File: src/rtl/core/lpmd_pkg.sv
// Package for the length-prefixed message deframer.
// Header layout constants, parse phase type and result record.
// No dependencies.
`timescale 1ns / 1ps

package lpmd_pkg;

    localparam int HEADER_BYTES = 8;
    localparam int HDR_IDX_W    = $clog2(HEADER_BYTES);
    localparam int WORD_W       = 32;
    localparam int BYTE_W       = 8;

    localparam logic [HDR_IDX_W-1:0] HDR_LAST_IDX = HDR_IDX_W'(HEADER_BYTES - 1);

    typedef enum logic {
        PH_HEADER,
        PH_PAYLOAD
    } phase_t;

    typedef struct packed {
        logic [BYTE_W-1:0] payload_byte;
        logic [WORD_W-1:0] message_type;
        logic              has_data;
        logic              first_of_msg;
        logic              last_of_msg;
    } lpmd_result_t;

endpackage

File: src/rtl/core/lpmd_parser.sv
// Header/payload parser: holds the framing state and forms one result per
// accepted byte when the byte yields one. Depends on lpmd_pkg.
`timescale 1ns / 1ps

module lpmd_parser (
    input  logic                  aclk,
    input  logic                  aresetn,
    input  logic                  byte_accept,
    input  logic [7:0]            rx_byte,
    output logic                  res_valid,
    output lpmd_pkg::lpmd_result_t res
);
    import lpmd_pkg::*;

    phase_t                phase_reg, phase_next;
    logic [HDR_IDX_W-1:0]  hdr_idx_reg, hdr_idx_next;
    logic [WORD_W-1:0]     length_reg, length_next;
    logic [WORD_W-1:0]     type_reg, type_next;
    logic [WORD_W-1:0]     left_reg, left_next;
    logic                  first_reg, first_next;

    logic                  last_payload;
    logic                  hdr_done;

    assign last_payload = (left_reg[WORD_W-1:1] == '0);
    assign hdr_done     = (hdr_idx_reg == HDR_LAST_IDX);

    // next phase
    always_comb begin
        phase_next = phase_reg;
        if (byte_accept) begin
            unique case (phase_reg)
                PH_HEADER: begin
                    if (hdr_done && (length_reg != '0)) begin
                        phase_next = PH_PAYLOAD;
                    end
                end
                PH_PAYLOAD: begin
                    if (last_payload) begin
                        phase_next = PH_HEADER;
                    end
                end
                default: phase_next = PH_HEADER;
            endcase
        end
    end

    // datapath and result
    always_comb begin
        hdr_idx_next = hdr_idx_reg;
        length_next  = length_reg;
        type_next    = type_reg;
        left_next    = left_reg;
        first_next   = first_reg;
        res_valid    = 1'b0;
        res          = '0;
        res.message_type = type_reg;
        unique case (phase_reg)
            PH_HEADER: begin
                // header byte goes into its lane; idx[2] picks length or type
                unique case (hdr_idx_reg[1:0])
                    2'd0: begin
                        if (hdr_idx_reg[2]) type_next[7:0]   = rx_byte;
                        else                length_next[7:0] = rx_byte;
                    end
                    2'd1: begin
                        if (hdr_idx_reg[2]) type_next[15:8]   = rx_byte;
                        else                length_next[15:8] = rx_byte;
                    end
                    2'd2: begin
                        if (hdr_idx_reg[2]) type_next[23:16]   = rx_byte;
                        else                length_next[23:16] = rx_byte;
                    end
                    default: begin
                        if (hdr_idx_reg[2]) type_next[31:24]   = rx_byte;
                        else                length_next[31:24] = rx_byte;
                    end
                endcase
                if (hdr_done) begin
                    hdr_idx_next = '0;
                    left_next    = length_reg;
                    first_next   = 1'b1;
                    // empty message: marker result
                    res_valid        = byte_accept && (length_reg == '0);
                    res.message_type = type_next;
                    res.first_of_msg = 1'b1;
                    res.last_of_msg  = 1'b1;
                end else begin
                    hdr_idx_next = hdr_idx_reg + HDR_IDX_W'(1);
                end
            end
            PH_PAYLOAD: begin
                res_valid        = byte_accept;
                res.payload_byte = rx_byte;
                res.has_data     = 1'b1;
                res.first_of_msg = first_reg;
                res.last_of_msg  = last_payload;
                first_next       = 1'b0;
                if (last_payload) begin
                    left_next    = '0;
                    hdr_idx_next = '0;
                end else begin
                    left_next = left_reg - WORD_W'(1);
                end
            end
            default: ;
        endcase
    end

    always_ff @(posedge aclk) begin
        if (!aresetn) begin
            phase_reg   <= PH_HEADER;
            hdr_idx_reg <= '0;
            length_reg  <= '0;
            type_reg    <= '0;
            left_reg    <= '0;
            first_reg   <= 1'b0;
        end else begin
            phase_reg <= phase_next;
            if (byte_accept) begin
                hdr_idx_reg <= hdr_idx_next;
                length_reg  <= length_next;
                type_reg    <= type_next;
                left_reg    <= left_next;
                first_reg   <= first_next;
            end
        end
    end

endmodule

File: src/rtl/core/lpmd_out_reg.sv
// Result register: holds one result until the receiver takes it.
// Depends on lpmd_pkg.
`timescale 1ns / 1ps

module lpmd_out_reg (
    input  logic                   aclk,
    input  logic                   aresetn,
    input  logic                   load,
    input  logic                   res_valid,
    input  lpmd_pkg::lpmd_result_t res,
    input  logic                   m_ready,
    output logic                   m_valid,
    output lpmd_pkg::lpmd_result_t m_res
);
    import lpmd_pkg::*;

    logic         valid_reg, valid_next;
    lpmd_result_t data_reg;

    always_comb begin
        valid_next = valid_reg;
        if (load) begin
            valid_next = res_valid;
        end else if (m_ready) begin
            valid_next = 1'b0;
        end
    end

    always_ff @(posedge aclk) begin
        if (!aresetn) begin
            valid_reg <= 1'b0;
        end else begin
            valid_reg <= valid_next;
        end
    end

    always_ff @(posedge aclk) begin
        if (load && res_valid) begin
            data_reg <= res;
        end
    end

    assign m_valid = valid_reg;
    assign m_res   = data_reg;

endmodule

File: src/rtl/core/length_prefixed_message_deframer.sv
// Top level of the length-prefixed message deframer.
// Instantiates lpmd_parser and lpmd_out_reg; depends on lpmd_pkg.
`timescale 1ns / 1ps

// Usage:
//   Input channel (s_): one raw stream byte per transfer on s_rx_byte.
//   Output channel (m_): one payload byte per transfer, tagged with the
//   message type and first/last marks; an empty message gives one transfer
//   with has_data low, first and last high.
//   Each message is an 8-byte header (32-bit little-endian length, then
//   32-bit little-endian type) followed by length payload bytes. Header
//   bytes give no output transfer except the empty-message marker.
//   Output: a result is registered and appears on m_ in the cycle after its byte is accepted.
//   Throughput: one byte per cycle while the output is not stalled; the
//   parser state updates once per accepted byte, and the result register
//   is reloaded in the same cycle that its held result is taken.
//   Stall: while a result waits and m_ready is low, s_ready drops; no byte
//   is lost or dropped.
//   Reset (aresetn low, synchronous): parser returns to header collection,
//   counters cleared, output register empty.
module length_prefixed_message_deframer (
    input  logic        aclk,
    input  logic        aresetn,
    input  logic        s_valid,
    output logic        s_ready,
    input  logic [7:0]  s_rx_byte,
    output logic        m_valid,
    input  logic        m_ready,
    output logic [7:0]  m_payload_byte,
    output logic [31:0] m_message_type,
    output logic        m_has_data,
    output logic        m_first_of_msg,
    output logic        m_last_of_msg
);
    import lpmd_pkg::*;

    logic         byte_accept;
    logic         res_valid;
    lpmd_result_t res;
    lpmd_result_t m_res;

    // take a byte when the output slot is free or is emptied this cycle
    assign s_ready     = !m_valid || m_ready;
    assign byte_accept = s_valid && s_ready;

    lpmd_parser u_parser (
        .aclk        (aclk),
        .aresetn     (aresetn),
        .byte_accept (byte_accept),
        .rx_byte     (s_rx_byte),
        .res_valid   (res_valid),
        .res         (res)
    );

    lpmd_out_reg u_out_reg (
        .aclk      (aclk),
        .aresetn   (aresetn),
        .load      (byte_accept),
        .res_valid (res_valid),
        .res       (res),
        .m_ready   (m_ready),
        .m_valid   (m_valid),
        .m_res     (m_res)
    );

    assign m_payload_byte = m_res.payload_byte;
    assign m_message_type = m_res.message_type;
    assign m_has_data     = m_res.has_data;
    assign m_first_of_msg = m_res.first_of_msg;
    assign m_last_of_msg  = m_res.last_of_msg;

endmodule
File: config.mk
export PLATFORM = sky130hd
export DESIGN_NAME = length_prefixed_message_deframer
export DESIGN_NICKNAME = d
export VERILOG_FILES = /design/src/rtl/core/lpmd_pkg.sv /design/src/rtl/core/lpmd_parser.sv /design/src/rtl/core/lpmd_out_reg.sv /design/src/rtl/core/length_prefixed_message_deframer.sv
export SDC_FILE = /design/constraint.sdc
export NUM_CORES = 1
export LEC_CHECK = 0
export ABC_AREA = 1
export BUFFER_PORTS_ARGS = -buffer_cell sky130_fd_sc_hd__buf_2
export CAP_MARGIN = 10
export CORE_ASPECT_RATIO = 0.5
export CORE_MARGIN = 5
export CORE_UTILIZATION = 35
export DETAILED_ROUTE_END_ITERATION = 8
export SYNTH_ARGS = -nofsm -noshare
export SYNTH_HDL_FRONTEND = slang
export SYNTH_SLANG_ARGS = --single-unit
File: constraint.sdc
create_clock -name aclk -period 6.05 [get_ports aclk]
set_input_delay 0.605 -clock aclk [delete_from_list [all_inputs] [get_ports aclk]]
set_output_delay 0.605 -clock aclk [all_outputs]
set_load 0.005 [all_outputs]
======== Word level (Yosys, flattened, before mapping) ========
Index checks and enable logic that the tools add are counted.
cells by class
  bitwise operators ....................... 3
  muxes and demuxes ....................... 28
  add/sub/neg operators ................... 2
  reduce and logical (&&, ||, !) cells .... 19
  eq/ne operators ......................... 5
operator list
  cell                                                count
  two-way mux 32 bit                                  4
  two-way mux 8 bit                                   8
  one-hot mux 32 bit (2 select lines)                 1
  zero test 32 bit                                    1
  nonzero test 32 bit                                 1
  subtractor 32 x 1 -> 32 bit, second input constant  1
  zero test 31 bit                                    1
  AND reduction 4 bit                                 4
  two-way mux 1 bit                                   7
  two-way mux 3 bit                                   2
  one-hot mux 1 bit (2 select lines)                  3
  one-hot mux 3 bit (2 select lines)                  1
  AND reduction 2 bit                                 3
  logical AND 1 bit                                   4
  one-hot mux 2 bit (2 select lines)                  1
  adder 3 x 1 -> 3 bit, second input constant         1
  == test 3 bit, second input constant                1
  inverter 1 bit                                      3
  OR reduction 3 bit                                  1
  == test 2 x 1 -> 1 bit, second input constant       1
  == test 2 bit, second input constant                1
  zero test 2 bit                                     1
  two-way mux 2 bit                                   1
  != test 2 x 1 -> 1 bit, second input constant       1
  4 further kinds                                     4
storage, ports and cells
  register bits ........................... 145
  input bits .............................. 12
  output and inout bits ................... 45

======== Logic depth before layout (Yosys ltp) ========
Gate-level depths: netlist of run 1.
  depth after elaboration ................. 7
  mapped depth ............................ 11
  depth with buffers taken out ............ 11

======== Cells and area by module ========
Synthesis of run 1 repeated with hierarchy kept, for this count alone.
second synthesis, totals
  cells, all modules ...................... 850
  area, all modules ....................... 6800.3 um2
modules (own cells, without submodules)
  module                            seq. area each (um2)  cells an instance  area an instance (um2)  instances
  lpmd_parser                       2021.9                796                5441.5                  1
  lpmd_out_reg                      1311.3                50                 1338.8                  1
  length_prefixed_message_deframer  0.0                   4                  20.0                    1

======== Least setup slack after synthesis of run 1 ========
No wires, ideal clock.
  path kind ............................... register to register
  start point ............................. register u_parser.hdr_idx_reg[2]
  end point ............................... register u_out_reg.data_reg (netlist bit u_out_reg.m_res[0]) (enable)
  setup time .............................. 0.397 ns
  slack ................................... 3.295 ns
  cell stages (with the launch flop) ...... 8
  required time ........................... 5.653 ns
  arrival time ............................ 2.357 ns
  cell sequence ........................... dfxtp_1 > ha_1 > nor2_1 > nor2_2 > buf_4 > buf_4 > nand2_1 > inv_1
on the way
  cells in the longest elaborated chain, start to end .. 4
RTL lines
  element                             RTL line            source
  start: declaration                  lpmd_parser.sv:16   logic [HDR_IDX_W-1:0] hdr_idx_reg, hdr_idx_next;
  start signal: assignment            lpmd_parser.sv:121  hdr_idx_reg <= hdr_idx_next;
  == test 3 bit                       lpmd_parser.sv:26   assign hdr_done = (hdr_idx_reg == HDR_LAST_IDX);
  two-way mux 1 bit                   lpmd_parser.sv:79   if (hdr_done) begin
  one-hot mux 1 bit (2 select lines)  lpmd_parser.sv:58   unique case (phase_reg)
  logical AND 1 bit                   lpmd_out_reg.sv:38  if (load && res_valid) begin
  end signal: assignment              lpmd_out_reg.sv:39  data_reg <= res;
  end: declaration                    lpmd_out_reg.sv:18  lpmd_result_t data_reg;
No other way between the ends.
A chain may end at the register's enable or synchronous reset.

======== Worst setup path in the final report of run 1 ========
  start point ............................. register u_parser.hdr_idx_reg[2]
  end point ............................... register u_out_reg.data_reg (netlist bit u_out_reg.m_res[33]) (enable)
The elaborated chain is that of the path after synthesis.

==> impl_metrics.toml, run 1 <==
[logic_synthesis]
yosysSeqAreaShare_pct = 47.4
syn_area_sq_um = 7040
syn_inst = 927
synth.ff_latch_count = 145
synth_area_leaders = "dfxtp_1 29%, edfxtp_1 18%, nand2_1 8.7%"
synth.distinct_cells = 33
ys_warn_count = 0
synth_nets = 946
synth_top_area_share_pct = 29.0
syn_area_per_cell_sq_um = 7.59
yosysTopAreaCell = "dfxtp_1"

[routing]
drc_errors = 0
totalWireLength_mm = 19.2
avgRoutedWirePerCell_um = 15.4
drtAntennaViolNets = 0
drt_iter0_markers = 539
vias = 6300
dr.pass1.iters = 6
post_drt_via_cell_ratio = 5.07

[flow_run]
maxCapViolations = 0

[timing]
finalSetupViolCount = 0
final_max_slew_viol_count = 0
finalSetupTns_ns = 0
finalClockSkew_ns = 0.0141
fin_crit_ns = 2.88
hold_viol_final = 0
fin_crit_sh_pct = 47.7
rsz0062_at_grt = "no"
slew_headroom_pct = 30.6
tightestPinTransition_ns = 1.04
max_freq_mhz = 347

[worst_setup_path]
regToRegStartpoint = "u_parser.hdr_idx_reg[2]"
cp.required_ns = 6.13
critPathKind = "reg -> reg"
cp-startpoint = "u_parser.hdr_idx_reg[2]"
crit_fanout = 41
endpoint_kind = "register"
crit_arrival_ns = 2.97
startpoint_type = "register"

[grt]
track_usage_pct = 16.6
grt_pass1_vias = 5753
grt_overflow = 0
grt_pass1_wl_mm = 30.5
antenna_found_initial = 0
grt_max_degree = 78

[die]
dieWidth_um = 211
num_rows = 36
fp.dieArea_sq_um = 23200
start_util_pct = 35.9
fp.dieH_um = 110
core_sq_um = 19600
num_io_pins = 57

[clocking]
h-tree-depth = 4
holdBufCountCts = 0
cts_tree = "yes"
ctsResizeCount = 0
cts.sinks = 145
clkTransAtPathRegs_ns = 0.06
clockBufferDepth = 2
clock_latency_ns = 0.42
cts_setup_buffers = 0
clock-root-buffer = "clkbuf_16"
cts_inserted_buffers = 17

[place]
place_congestion = 0.866
post-dp-hpwl_mm = 13.2
portBuffers = 56
dp.cells = 1211

[outcome]
outcome = "complete, no violations"

[hold_path]
hp-class = "reg -> reg"
min_from = "u_parser.first_reg"

[cells_and_area]
largest_reg_flops = 43
n_fill_cell = 1996
drive_gt1_share_pct = 13.6
fin_nets = 983
fin_cells = 1243
syn2layout_area_growth_pct = 15.3
insertedDiodeCount = 0

[power_and_ir_drop]
vdd_drop_max_v = 0.000207
pwr_density_cell_nw_per_um2 = 321
leakagePower_nw = 3.37
synthesized netlist by cell type (all sizes together):
library cell and count:
nand4 24, ha 7, o21bai 2, nand3 30, a21oi 114, o31ai 1, nand2 176, clkinv 2
o21ai 150, xor2 3, or2 1, o22ai 12, xnor2 4, nor2 84, nor3 6, buf 21
clkbuf 21, edfxtp 43, dfxtp 102, inv 124
cell usage in the layout, fill, tap and decap left out, drive strengths merged, types with 7 or more instances in the layout:
cell	count
edfxtp	43
clkinv	7
nand3	30
nand2	176
inv	131
a21oi	114
dfxtp	102
o21ai	150
nand4	24
buf	60
ha	7
nor2	84
o22ai	12
clkbuf	17
critical path, stage by stage (launching register included):
cell and delay, ns:
dfxtp_1 0.65, ha_1 0.28, nor2_1 0.10, nor2_2 0.15, buf_4 0.39, nand2_1 0.14, clkinv_1 0.38, buf_4 0.43
final cells by class:
type | instances | area [sq um] | share of cell area [%]
flip-flops and latches | 145 | 3330 | 41.1
clock inverters | 15 | 194 | 2.39
clock buffers | 17 | 425 | 5.24
well taps | 266 | 333 | 4.10
multi-input cells | 614 | 3050 | 37.5
repair buffers | 60 | 310 | 3.82
inverters | 126 | 473 | 5.83
per-layer routing:
metal	part of all wire, %	vias to the layer above	GRT usage (%)	routed length [um]
met5	0	-	0	0
met2	45	209	26.3	8560
met3	6.4	30	3.11	1240
met1	47	2916	23.1	9000
li1	-	3145	-	-
met4	2.1	0	5.50	405
path summary, 6_finish.rpt:
check                        endpoint  slack (ns)  cells after the start
setup / recovery  u_out_reg.m_res[33]        3.17                      7
hold / removal     u_parser.first_reg        0.47                      2
setup reg to reg  u_out_reg.m_res[33]        3.17                      7
hold reg to reg    u_parser.first_reg        0.47                      2
cells by family after synthesis:
| family | after synthesis | synth area share (%) |
|---|---|---|
| AOI/OAI and AO/OA | 279 | 20.8 |
| DFF | 145 | 47.4 |
| xor gates and xnor gates | 7 | 0.871 |
| buffers and inverters | 168 | 9.46 |
| adders and majority gates | 7 | 1.24 |
| and+or+nand+nor | 321 | 20.3 |
stage by stage:
step | power, mW | setup slack [ns] | instance area, sq um | util (%) | hold WS [ns]
after floorplan | 1.39 | 3.30 | 7040 | - | 0.440
after global placement | 1.49 | 3.26 | 7500 | 38.3 | 0.448
after detailed placement | 1.50 | 3.19 | 7500 | 38.3 | 0.455
after CTS | 2.61 | 3.14 | 8120 | 41.4 | 0.464
after global routing | 2.71 | 2.94 | 8120 | 41.4 | 0.489
final | 2.61 | 3.17 | 8120 | 41.4 | 0.466
where the power goes:
group	switching (mW)	internal, mW	leakage [nW]
sequential	0.0346	1.05	1.23
combinational	0.273	0.123	1.83
clock	0.461	0.663	0.306
(Power assumes the default switching activity.)
==> run 2, diff against run 1 <==
clock period = 3 ns   (was 6.05 ns; I/O delays follow)
==> run 2 against run 1 <==
Combinational power up 110%. Via count up 0.22%. Cell count up 0.48%. Sequential share of layout area up 0.26 points. Maximum frequency up 24%. Die area unchanged. Sequential power up 100%. Count of clock-buffer cells in the layout up 2. Critical path depth up 2. Core utilization down 0.26 points. Critical path type unchanged. Critical endpoint is now u_parser.left_reg[12].
==> impl_metrics.toml, run 2 (synthesis results as in run 1) <==
[outcome]
outcome = "complete, no violations"

[cells_and_area]
layout_commonest_cell = "nand2_1"
final_util_pct = 41.2
multiInputGateArea_sq_um = 3040
n_fill_cell = 1990
register_area_sq_um = 3330
syn2layout_area_growth_pct = 14.6
largest_reg_flops = 43
insertedDiodeCount = 0
final_area_sq_um = 8060
drive_gt1_share_pct = 13.8
fin_nets = 990
final_cell_mix = "164 x nand2_1, 119 x inv_1, 114 x a21oi_1"

[flow_run]
maxCapViolations = 0

[timing]
fin_crit_sh_pct = 77.5
max_freq_mhz = 430
slew_headroom_pct = 57.1
finalSetupTns_ns = 0
holdWs_ns = 0.172
hold_viol_final = 0
fin_crit_ns = 2.32
final_max_slew_viol_count = 0
rsz0062_at_grt = "no"
finalSetupViolCount = 0
finalClockSkew_ns = 0.0116
tightestPinTransition_ns = 0.643

[worst_setup_path]
cp.required_ns = 3.35
startpoint_type = "register"
endpoint_kind = "register"
critPathKind = "reg -> reg"
crit_fanout = 23
crit_arrival_ns = 2.67

[hold_path]
hp-class = "in -> reg"

[routing]
drc_errors = 0
avgRoutedWirePerCell_um = 15.7
dr.max_layer_used = "met5"
dr_wl_met3_mm = 1.03
dr.pass1.iters = 5
wl_met1_mm = 9.42
drtAntennaViolNets = 0
vias = 6314
dr_wl_met2_mm = 8.74
post_drt_via_cell_ratio = 5.06
totalWireLength_mm = 19.6
drt_iter0_markers = 541

[die]
fp.dieH_um = 110
core_sq_um = 19600
num_io_pins = 57
num_rows = 36
dieWidth_um = 211
start_util_pct = 35.9
fp.dieArea_sq_um = 23200

[clocking]
cts.sinks = 145
cts_inserted_buffers = 17
ctsResizeCount = 0
clock_latency_ns = 0.43
cts_setup_buffers = 0
clock-root-buffer = "clkbuf_16"
h-tree-depth = 4
clockBufferDepth = 2
clkTransAtPathRegs_ns = 0.06
cts_tree = "yes"
holdBufCountCts = 0

[grt]
grt_max_degree = 66
grt_pass1_wl_mm = 30.9
antenna_found_initial = 1
grt_pass1_vias = 5801
track_usage_pct = 16.9
grt_overflow = 0

[power_and_ir_drop]
finalPower_mw = 4.91
pwr_density_cell_nw_per_um2 = 609
vdd_drop_max_v = 0.000403
leakagePower_nw = 3.34

[place]
post-dp-hpwl_mm = 13.3
place_congestion = 0.896
portBuffers = 56
placed_area_sq_um = 7550
## run 2: cell types whose count changed in the layout (fill, tap and decap cells not counted)
cell        delta
buf_4          +7
clkinv_2       +2
inv_6          -2
bufinv_16      -3
inv_8          -3
nor2_1         +1
clkbuf_1       +2
clkinvlp_4     +3
nor2_2         -1
## run 2: final cells by class
class | count | area share (%)
multi-input cells | 614 | 37.8
clock buffers | 19 | 5.37
flip-flops and latches | 145 | 41.3
repair buffers | 67 | 4.50
well taps | 266 | 4.13
inverters | 126 | 5.87
clock inverters | 12 | 1.06
## run 2: power breakdown
part / internal, mW / switching [mW] / leakage (nW)
registers: 2.12 / 0.0669 / 1.23
logic: 0.253 / 0.561 / 1.86
clock network: 1.05 / 0.859 / 0.247
total: 3.43 / 1.49 / 3.34
## run 2: worst paths after layout
path | start | end | slack, ns | cells after the start
max reg2reg | u_parser.hdr_idx_reg[2] | u_parser.left_reg[12] | 0.68 | 9
max | u_parser.hdr_idx_reg[2] | u_parser.left_reg[12] | 0.68 | 9
min | s_rx_byte[4] | u_out_reg.m_res[39] | 0.17 | 3
min reg2reg | u_parser.type_reg[10] | u_parser.type_reg[10] | 0.46 | 2
## run 2: through the flow
| step | setup slack [ns] | instances |
|---|---|---|
| 2_1_floorplan | 0.245 | 927 |
| 3_3_place_gp | 0.786 | 1218 |
| 3_5_place_dp | 0.733 | 1218 |
| 4_1_cts | 0.696 | 1249 |
| 5_1_grt | 0.448 | 1249 |
| 6_report | 0.676 | 1249 |
## run 2: critical path: stages (launching register included)
cell and delay (ns):
dfxtp_1 0.65, ha_1 0.27, nor2_1 0.12, nor2_2 0.16, buf_4 0.24, buf_4 0.31, nand3_1 0.14, xnor2_1 0.15
nand2_1 0.06, a21oi_1 0.13
## run 2: metal layers
metal  up-vias  global-route usage (%)
met1      2949                    23.3
met4         2                    5.27
met3        31                    4.24
met5         -                       0
li1       3162                       -
met2       170                    26.5
